===== config.mk =====
export PLATFORM = sky130hd
export DESIGN_NAME = wdtf_ctrl
export DESIGN_NICKNAME = d
export VERILOG_FILES = /design/src/hw/rtl/wdtf_pkg.sv /design/src/hw/rtl/wdtf_ctrl.sv
export SDC_FILE = /design/constraint.sdc
export NUM_CORES = 1
export LEC_CHECK = 0
export BUFFER_PORTS_ARGS = -buffer_cell sky130_fd_sc_hd__buf_2
export CAP_MARGIN = 5
export CORE_AREA = 2 2 39 41
export DETAILED_ROUTE_END_ITERATION = 8
export DIE_AREA = 0 0 41 43
export PLACE_DENSITY = 0.43
export SLEW_MARGIN = 10
export SYNTH_ARGS = -nofsm -noshare
export SYNTH_HDL_FRONTEND = slang
export SYNTH_SLANG_ARGS = --single-unit

===== constraint.sdc =====
create_clock -name clk -period 3 [get_ports clk]
set_input_delay 0.3 -clock clk [delete_from_list [all_inputs] [get_ports clk]]
set_output_delay 0.3 -clock clk [all_outputs]
set_load 0.005 [all_outputs]

===== src/hw/rtl/wdtf_pkg.sv =====
// ============================================================================
// wdtf_pkg - shared types and constants for the task-file disk controller
// Holds the transfer structs, the command and state codes, and the status bits.
// ============================================================================
package wdtf_pkg;

    localparam int BUFFER_WORDS_DEF = 256;
    localparam int NUM_DRIVES_DEF   = 2;

    // item commands
    localparam logic [2:0] OP_HOST_RD = 3'd0;
    localparam logic [2:0] OP_HOST_WR = 3'd1;
    localparam logic [2:0] OP_HOST_BW = 3'd2;
    localparam logic [2:0] OP_FILL    = 3'd3;
    localparam logic [2:0] OP_DRAIN   = 3'd4;
    localparam logic [2:0] OP_DONE    = 3'd5;

    // task-file commands
    localparam logic [7:0] CMD_READ  = 8'h20;
    localparam logic [7:0] CMD_WRITE = 8'h30;
    localparam logic [7:0] CMD_GEOM  = 8'h91;

    // status bits
    localparam logic [7:0] ST_BUSY  = 8'h80;
    localparam logic [7:0] ST_READY = 8'h40;
    localparam logic [7:0] ST_DRQ   = 8'h08;
    localparam logic [7:0] ST_ERR   = 8'h01;

    // register offsets
    localparam logic [4:0] RO_DATA = 5'd0;
    localparam logic [4:0] RO_ERR  = 5'd2;
    localparam logic [4:0] RO_SCNT = 5'd4;
    localparam logic [4:0] RO_SECT = 5'd6;
    localparam logic [4:0] RO_CYLL = 5'd8;
    localparam logic [4:0] RO_CYLH = 5'd10;
    localparam logic [4:0] RO_DRHD = 5'd12;
    localparam logic [4:0] RO_CMD  = 5'd14;
    localparam logic [4:0] RO_CTRL = 5'd16;
    localparam logic [4:0] RO_NUL  = 5'd18;

    typedef enum logic [1:0] {OPS_IDLE, OPS_READ, OPS_WRITE} ops_t;

    typedef enum logic [2:0] {
        S_IDLE, S_EXEC, S_MUL1, S_MUL2, S_OUT
    } ctl_state_t;

    typedef struct packed {
        logic [2:0]  command;
        logic [4:0]  reg_offset;
        logic [15:0] write_data;
        logic        io_error;
    } in_item_t;

    typedef struct packed {
        logic [15:0] read_data;
        logic        bad_access;
        logic        start_transfer;
        logic        transfer_dir;
        logic        transfer_drive;
        logic [27:0] block_address;
        logic        seek_fault;
    } out_item_t;

    // controller -> datapath
    typedef struct packed {
        logic exec;    // apply item, sample start request
        logic mul1;    // first product stage
        logic mul2;    // second product stage
        logic load_out;
    } dp_cmd_t;

    // datapath -> controller
    typedef struct packed {
        logic start;   // the item starts a sector transfer
    } dp_sts_t;

endpackage


===== src/hw/rtl/wdtf_ctrl.sv =====
// ============================================================================
// wdtf_ctrl - sequencer for the task-file controller
// Takes one item, steps the datapath through execute, two multiply stages when
// the item starts a transfer, and result load, then holds the result until it is taken.
// ============================================================================
module wdtf_ctrl (
    input  logic              clk,
    input  logic              rst_n,
    input  logic              in_valid,
    output logic              in_stall,
    output logic              out_valid,
    input  logic              out_stall,
    input  wdtf_pkg::dp_sts_t sts,
    output wdtf_pkg::dp_cmd_t cmd
);
    import wdtf_pkg::*;

    ctl_state_t state_reg, state_next;
    logic       ovalid_reg, ovalid_next;

    // next state
    always_comb
    begin
        state_next = state_reg;
        case (state_reg)
            S_IDLE:  if (in_valid) state_next = S_EXEC;
            S_EXEC:  state_next = sts.start ? S_MUL1 : S_OUT;
            S_MUL1:  state_next = S_MUL2;
            S_MUL2:  state_next = S_OUT;
            S_OUT:   if (!ovalid_reg || !out_stall) state_next = S_IDLE;
            default: state_next = S_IDLE;
        endcase
    end

    // outputs
    always_comb
    begin
        cmd      = '0;
        in_stall = 1'b1;
        case (state_reg)
            S_IDLE:  in_stall = 1'b0;
            S_EXEC:  cmd.exec = 1'b1;
            S_MUL1:  cmd.mul1 = 1'b1;
            S_MUL2:  cmd.mul2 = 1'b1;
            S_OUT:   cmd.load_out = !ovalid_reg || !out_stall;
            default: cmd = '0;
        endcase
    end

    // output register valid
    always_comb
    begin
        ovalid_next = ovalid_reg;
        if (ovalid_reg && !out_stall)
            ovalid_next = 1'b0;
        if (cmd.load_out)
            ovalid_next = 1'b1;
    end

    always_ff @(posedge clk or negedge rst_n)
    begin
        if (!rst_n)
        begin
            state_reg  <= S_IDLE;
            ovalid_reg <= 1'b0;
        end
        else
        begin
            state_reg  <= state_next;
            ovalid_reg <= ovalid_next;
        end
    end

    assign out_valid = ovalid_reg;
endmodule


======== After elaboration in Yosys (flattened, before gate mapping) ========
Index checks and enable logic that the tools add are counted.
cells by class
  eq/ne operators ......................... 6
  mux-type cells .......................... 11
  reductions and logical operators ........ 7
operator list
  kind                                           number
  one-hot mux 3 bit (5 select lines)             1
  two-way mux 3 bit                              3
  two-way mux 1 bit                              7
  == test 3 x 2 -> 1 bit, second input constant  2
  != test 2 bit, second input constant           2
  == test 3 x 1 -> 1 bit, second input constant  1
  == test 3 bit, second input constant           1
  logical NOT 3 bit                              1
  logical NOT 1 bit                              2
  AND reduction 2 bit                            1
  nonzero test 2 bit                             1
  logical AND 1 bit                              1
  logical OR 1 bit                               1
storage, ports and cells
  register bits after elaboration ......... 4
  input port bits ......................... 5
  output and inout bits ................... 6
  word-level logic and storage cells ...... 26

======== Logic depth before layout (Yosys ltp) ========
Gate-level depths: netlist of the first run.
  word-level depth ........................ 4
  depth in mapped cells ................... 3
  mapped depth without buffers ............ 2

======== Worst setup path after synthesis of the first run ========
Ideal clock, no wire load.
  path kind ............................... register to output
  start point ............................. register state_reg[1]
  end point ............................... output port cmd[0] (netlist name)
  data arrival time ....................... 1,056 ps
  data required time ...................... 2,700 ps
  setup slack ............................. 1,644 ps
  cell stages (with the launch flop) ...... 4
  buffers on the path ..................... 1
  cells stage by stage .................... dfrtp_1 -> or3b_4 -> a21oi_1 -> buf_4
RTL lines
  element                 RTL line         RTL
  from (decl)             wdtf_ctrl.sv:18  ctl_state_t state_reg, state_next;
  from (signal assigned)  wdtf_ctrl.sv:69  state_reg <= state_next;
  to (decl)               wdtf_ctrl.sv:14  output wdtf_pkg::dp_cmd_t cmd

==> results.tsv, run 1 <==
metric	value	unit
outcome	complete, no violations	
r2r_cells	2	
worstPathRequired	2.70	ns
die_width	41	µm
die-height	43	µm
synth_area_leaders	dfrtp_1 48%, o22ai_2 6.0%, nor2_1 5.4%	
tns	0	ns
hold_ws	0.326	ns
die_area	1760	µm²
worst-setup-path-type	flop to primary output	
leakage	0.156	nW
grt_pass1_vias	189	
met3WireLength	39	µm
cts_buffer_depth	2	
period_share	55.8	%
yosys_warnings	0	
final_nets	42	
fin_crit	1.67	ns
rows	14	
synth_top_area_share	47.9	%
largest_reg_flops	3	
arrival	1.37	ns
antenna_cells	0	
hpwlAfterDp	340	µm
p_switching	98.0	µW
worstHoldPathCells	3	
setup_viol	0	
areaGrowthSynthToFinish	45.5	%
syn-num-nets	27	
first_pass_iters	4	
start_util	15.1	%
powerDensity	915	nW/µm²
drc	0	
place_inst	47	
regArea	100	µm²
finalClockSkew	0.000826	ns
wirelength	478	µm
clkTransAtPathRegs	0.04	ns
rrSetupSlack	1.89	ns
portBuffers	10	
grt_max_degree	9	
r2r-end	state_reg[2]$_DFFE_PN0P_	
cts-root-buf	clkbuf_4	
reg2reg_from	state_reg[1]$_DFFE_PN0P_	
ant_nets	0	
core	1380	µm²
hold_viol_final	0	
multi_input_area	97.6	µm²
drv_cap	0	
wl_met1	232	µm
top_layer_used	met3	
place_congestion	0.609	
fmax	598	MHz
synth-seq-area-share	47.9	%
power_frac_seq	38.3	%
post_drt_wl_per_cell	9.37	µm
clk_latency	0.23	ns
cts_buffers	3	
grt_util_all_layers	7.24	%
rsz0062_at_grt	false	
worst_setup_path_end_kind	primary output	
cts_tree	done	
dr_wl_met2	206	µm
post_cts_resize_count	0	
synth.largest_area_cell	dfrtp_1	
holdPathEnd	state_reg[0]$_DFFE_PN0P_	
antenna_found_initial	0	
final_core_utilization	22.0	%
ys_ff_latch	4	
fin_cells	51	
grt_pass1_wl	759	µm
syn_area	209	µm²
drive_gt1_share	45.7	%
vdd.ir_drop.worst	0.233	mV
syn_inst	22	
nFillCells	160	
cts-hold-fix-buffers	1	
hp-class	input port to flop	
intPower	180	µW
min-delay-start	in_valid	
vias	182	
tightest_slew	0.233	ns
path_max_fanout	8	
post_cts_buffers	0	
swShare	35.2	%
initialDrtViolationCount	5	
viasPerCell	3.57	
cp-start-kind	flop	
htree_levels	1	
totalPowerFinal	278	µW
p_comb_share	37.8	%
cts.sinks	4	
postSynthAreaPerCell	9.50	µm²
relSlewSlack	84.5	%
drv_slew	0	
grt_overflow	0	
io_pins	11	
synth_cell_types	14	
pwr-share-clk	23.9	%
-- metal layers --
metal,GRT usage [%],vias up
met5,0,-
met4,12.0,0
met3,1.57,0
met2,7.50,11
met1,8.74,71
li1,-,100
-- per-stage QoR --
step / setup WS [ns] / cell area [µm²]
after floorplan: 1.64 / 209
after global placement: 1.59 / 272
after detailed placement: 1.57 / 272
after CTS: 1.32 / 304
after global routing: 1.23 / 304
final: 1.33 / 304
-- power by group through the flow --
| stage | Clock (mW) | Sequential [mW] | Combinational (mW) |
|---|---|---|---|
| detailed placement | 0 | 0.108 | 0.105 |
| global route | 0.0737 | 0.113 | 0.120 |
| global placement | 0 | 0.109 | 0.104 |
| CTS | 0.0715 | 0.107 | 0.107 |
| finish | 0.0665 | 0.106 | 0.105 |
| floorplan | 0 | 0.0990 | 0.0723 |
-- how the worst max path moves through the flow --
stage                                   from     end  slack [ns]  cells past startpoint
global route        state_reg[1]$_DFFE_PN0P_  cmd[0]        1.23                      3
finish              state_reg[1]$_DFFE_PN0P_  cmd[0]        1.33                      3
floorplan           state_reg[1]$_DFFE_PN0P_  cmd[0]        1.64                      3
detailed placement  state_reg[1]$_DFFE_PN0P_  cmd[0]        1.57                      3
global placement    state_reg[1]$_DFFE_PN0P_  cmd[0]        1.59                      3
CTS                 state_reg[1]$_DFFE_PN0P_  cmd[0]        1.32                      3
-- final cells by class --
type	count	area share, %
clock buffers	3	7.41
inverters	1	1.23
multi-input cells	16	32.1
flip-flops and latches	4	32.9
well taps	16	6.58
repair buffers	11	19.8
-- layout by cell type, fill, tap and decap left out --
master,instances
a21oi_1,2
buf_2,10
clkbuf_4,3
dfrtp_1,4
dlygate4sd3_1,1
inv_1,1
nand2_1,2
nand2b_1,1
nand2b_2,1
nand3b_1,1
nor2_1,3
nor2b_1,1
nor3_1,2
o22ai_2,1
or3_1,1
or3b_4,1
-- logic make-up (layout without fill, tap and decap cells) --
family | Yosys count | in the layout | share of synthesized area (%)
buf+inv | 2 | 15 | 5.39
compound gates | 3 | 3 | 10.8
simple gates | 13 | 13 | 35.9
flops | 4 | 4 | 47.9
-- cells in the mapped netlist --
| cell type | number |
|---|---|
| nor3_1 | 2 |
| nand2b_1 | 1 |
| nor2b_1 | 1 |
| or3b_4 | 1 |
| o22ai_2 | 1 |
| inv_1 | 1 |
| or3_1 | 1 |
| nand3b_1 | 1 |
| nor2_1 | 3 |
| nand2b_2 | 1 |
| dfrtp_1 | 4 |
| a21oi_1 | 2 |
| buf_4 | 1 |
| nand2_1 | 2 |
-- critical path, stage by stage (launching register included) --
cell	delay (ns)
dfrtp_1	0.45
or3b_4	0.44
a21oi_1	0.12
buf_2	0.13
(Power assumes the default switching activity.)
==> inputs of run 2 (changes only) <==
Settings changed: PLACE_DENSITY 0.43 to 0.44.
Clock period 3 ns to 1.5 ns, I/O delays scaled along.
==> results.tsv, run 2 (same netlist as run 1, synthesis figures left out) <==
metric	value	unit
crit_slowest_cell	dfrtp_2	
grt_pass1_vias	185	
arrival	1.25	ns
hold_ws	0.172	ns
clkTransAtPathRegs	0.03	ns
die_area	1760	µm²
htree_levels	1	
final_common_cell	buf_2	
worst_setup_path_end_kind	primary output	
areaGrowthSynthToFinish	62.3	%
antenna_cells	0	
largest_reg_flops	3	
outcome	complete, no violations	
finalWorstSetupSlack	0.102	ns
drv_slew	0	
vias	219	
path_cells	or3b_4, a21oi_2, buf_2	
totalPowerFinal	626	µW
worstPathRequired	1.35	ns
first_pass_iters	4	
period_share	93.2	%
max_stage_delay	0.40	ns
tns	0	ns
cts_buffer_depth	2	
vdd.ir_drop.worst	0.701	mV
hold_viol_final	0	
worst-setup-path-type	flop to primary output	
portBuffers	10	
grt_max_degree	8	
final_nets	46	
relSlewSlack	89.6	%
drv_cap	0	
grt_pass1_wl	738	µm
ant_nets	0	
tightest_slew	0.155	ns
cts-root-buf	clkbuf_4	
hp-class	input port to flop	
crit_buf_inv	1	
finalClockSkew	0.00237	ns
initialDrtViolationCount	3	
die-height	43	µm
grt_overflow	0	
clk_latency	0.23	ns
wirelength	464	µm
place_congestion	0.644	
mostFrequentLayoutCells	10 x buf_2, 4 x buf_4, 3 x nor2_1, 3 x clkbuf_4, 3 x dfrtp_1	
final_core_utilization	24.5	%
fmax	715	MHz
io_pins	11	
path_max_fanout	3	
die_width	41	µm
cp-start-kind	flop	
cts_buffers	3	
crit_cells	3	
fin_crit	1.40	ns
rsz0062_at_grt	false	
drive_gt1_share	56.4	%
powerDensity	1850	nW/µm²
cts_tree	done	
core	1380	µm²
antenna_found_initial	0	
rows	14	
setup_viol	0	
critical_path.top_delay_family	flip-flops	
post_drt_wl_per_cell	8.44	µm
start_util	15.1	%
grt_util_all_layers	6.95	%
leakage	0.174	nW
viasPerCell	3.98	
cts.sinks	4	
r2r_cells	2	
drc	0	
nFillCells	152	
dp_slack	0.275	ns
worstHoldPathCells	3	
-- run 2: changes by cell type in the layout (fill, tap and decap cells not counted), sizes merged --
cell,delta
buf,+4
-- run 2: layout make-up --
| type | count | area (µm²) | area share, % |
|---|---|---|---|
| Inverter | 1 | 3.75 | 1.11 |
| Timing Repair Buffer | 15 | 90.1 | 26.6 |
| Multi-Input combinational cell | 16 | 101 | 29.9 |
| Sequential cell | 4 | 101 | 29.9 |
| Clock buffer | 3 | 22.5 | 6.64 |
| Tap cell | 16 | 20.0 | 5.90 |
-- run 2: metrics by stage --
step | cells | cell area (µm²)
floorplan | 22 | 209
global placement | 48 | 279
detailed placement | 48 | 279
CTS | 52 | 312
global route | 55 | 339
finish | 55 | 339
-- run 2: where the power goes --
group,leakage [nW],switching [mW],internal (mW),total [mW]
logic,0.110,0.139,0.178,0.317
clock network,0.0138,0.0414,0.0893,0.131
registers,0.0509,0.0261,0.152,0.178
total,0.174,0.207,0.419,0.626
-- run 2: path summary, 6_finish.rpt --
check	end	start	slack (ns)
min in group asynchronous	out_valid$_DFFE_PN0P_	rst_n	0.26
setup reg to reg	state_reg[2]$_DFFE_PN0P_	state_reg[0]$_DFFE_PN0P_	0.48
setup / recovery	cmd[0]	state_reg[0]$_DFFE_PN0P_	0.10
max in group asynchronous	state_reg[0]$_DFFE_PN0P_	rst_n	1.11
hold reg to reg	state_reg[1]$_DFFE_PN0P_	state_reg[2]$_DFFE_PN0P_	0.54
hold / removal	state_reg[0]$_DFFE_PN0P_	in_valid	0.17
-- run 2: routing by layer --
layer	track usage (%)	vias to the layer above	routed length, µm
li1	-	108	-
met1	7.47	101	213
met2	7.81	10	192
met3	9.42	0	59
met4	2.00	0	0
met5	0	-	0
-- run 2: worst reg2reg max path: stages (launching register included) --
cell,delay [ns]
dfrtp_2,0.40
or3b_4,0.40
o22ai_2,0.15
-- run 2: what timing repair did --
item,CTS,global route
hold endpoints to repair,4,0
buffers inserted,0,3
resized for setup,0,2
hold buffers,1,0
endpoints found under the setup margin,0,1
==> inputs of run 3 (changes only) <==
Settings changed: REMOVE_ABC_BUFFERS set to 1.
==> results.tsv, run 3 (same netlist as run 1, synthesis figures left out) <==
metric	value	unit
vdd.ir_drop.worst	0.663	mV
path_max_fanout	6	
antenna_found_initial	0	
drv_cap	0	
portBuffers	10	
worstPathRequired	1.35	ns
worst_setup_path_end_kind	primary output	
hold_ws	0.166	ns
relSlewSlack	89.7	%
pwr-share-clk	22.5	%
outcome	complete, no violations	
r2r_cells	2	
cts_buffer_depth	2	
worst-setup-path-type	flop to primary output	
nFillCells	160	
io_pins	11	
wirelength	488	µm
drc	0	
finalWorstSetupSlack	0.0726	ns
initialDrtViolationCount	5	
grt_max_degree	9	
ant_nets	0	
htree_levels	1	
core	1380	µm²
cp-start-kind	flop	
crit_slowest_cell	or3b_4	
clk_latency	0.24	ns
tns	0	ns
first_pass_iters	4	
clkTransAtPathRegs	0.04	ns
power_frac_seq	31.5	%
r2r-end	state_reg[2]$_DFFE_PN0P_	
grt_pass1_wl	772	µm
setup_viol	0	
dp_slack	0.257	ns
areaGrowthSynthToFinish	53.9	%
cts.sinks	4	
stdcell_area	322	µm²
path_cells	or3b_4, a21oi_1, buf_2	
p_comb_share	45.9	%
drv_slew	0	
fin_crit	1.43	ns
die_width	41	µm
cts-root-buf	clkbuf_4	
worstHoldPathCells	3	
p_switching	205	µW
rrSetupSlack	0.47	ns
viasPerCell	3.81	
rows	14	
grt_pass1_vias	182	
grt_util_all_layers	7.23	%
antenna_cells	0	
min-delay-start	out_stall	
swShare	34.4	%
reg2reg_from	state_reg[2]$_DFFE_PN0P_	
holdPathEnd	out_valid$_DFFE_PN0P_	
leakage	0.163	nW
post_drt_wl_per_cell	9.21	µm
largest_reg_flops	3	
tightest_slew	0.154	ns
finalClockSkew	0.00717	ns
final_nets	44	
vias	202	
cts_tree	done	
arrival	1.28	ns
mostFrequentLayoutCells	10 x buf_2, 3 x nor2_1, 3 x clkbuf_4	
cts_buffers	3	
period_share	95.2	%
drive_gt1_share	54.1	%
postPlaceCellArea	279	µm²
die-height	43	µm
hp-class	input port to flop	
max_stage_delay	0.41	ns
intPower	392	µW
powerDensity	1860	nW/µm²
place_congestion	0.686	
rsz0062_at_grt	false	
fmax	701	MHz
start_util	15.1	%
hold_viol_final	0	
final_common_cell	buf_2	
hpwlAfterDp	356	µm
die_area	1760	µm²
grt_overflow	0	
[run 3: how the worst max path moves through the flow]
stage / startpoint / to / cells after the start
CTS: state_reg[1]$_DFFE_PN0P_ / cmd[0] / 3
finish: state_reg[2]$_DFFE_PN0P_ / cmd[0] / 3
global placement: state_reg[1]$_DFFE_PN0P_ / cmd[0] / 3
floorplan: state_reg[1]$_DFFE_PN0P_ / cmd[0] / 2
detailed placement: state_reg[1]$_DFFE_PN0P_ / cmd[0] / 3
global route: state_reg[2]$_DFFE_PN0P_ / cmd[0] / 3
[run 3: repair_timing]
item | 4_1_cts | 5_1_grt
endpoints found under the hold margin | 4 | 0
setup buffers | 0 | 1
hold buffers | 1 | 0
setup endpoints to repair | 0 | 1
resized for setup | 0 | 2
[run 3: final cells by class]
| class | count | area [µm²] | share of cell area (%) |
|---|---|---|---|
| well taps | 16 | 20.0 | 6.23 |
| repair buffers | 13 | 75.1 | 23.3 |
| multi-input cells | 16 | 97.6 | 30.4 |
| inverters | 1 | 3.75 | 1.17 |
| clock buffers | 3 | 22.5 | 7.00 |
| flip-flops and latches | 4 | 103 | 31.9 |
[run 3: critical path, delay by kind of cell, from the launching register on]
family	cells	cell delay, ns
compound gates	1	0.11
buf+inv	1	0.12
simple gates	1	0.41
flops	1	0.40
[run 3: layer usage]
metal / wire, µm / GRT usage [%]
met1: 245 / 9.00
met2: 174 / 7.19
met3: 68 / 6.28
met4: 0 / 6.00
met5: 0 / 0
[run 3: through the flow]
| step | util [%] | power, mW | std cells |
|---|---|---|---|
| finish | 23.2 | 0.597 | 53 |
| global route | 23.2 | 0.658 | 53 |
| CTS | 22.5 | 0.591 | 52 |
| detailed placement | 20.2 | 0.446 | 48 |
| global placement | 20.2 | 0.447 | 48 |
| floorplan | - | 0.332 | 21 |
[run 3: power by group through the flow]
stage                     clock, mW  combinational, mW  sequential (mW)
final                         0.135              0.274            0.188
after global routing          0.155              0.307            0.196
after CTS                     0.141              0.252            0.198
after detailed placement          0              0.248            0.198
after global placement            0              0.248            0.198
after floorplan                   0              0.134            0.198
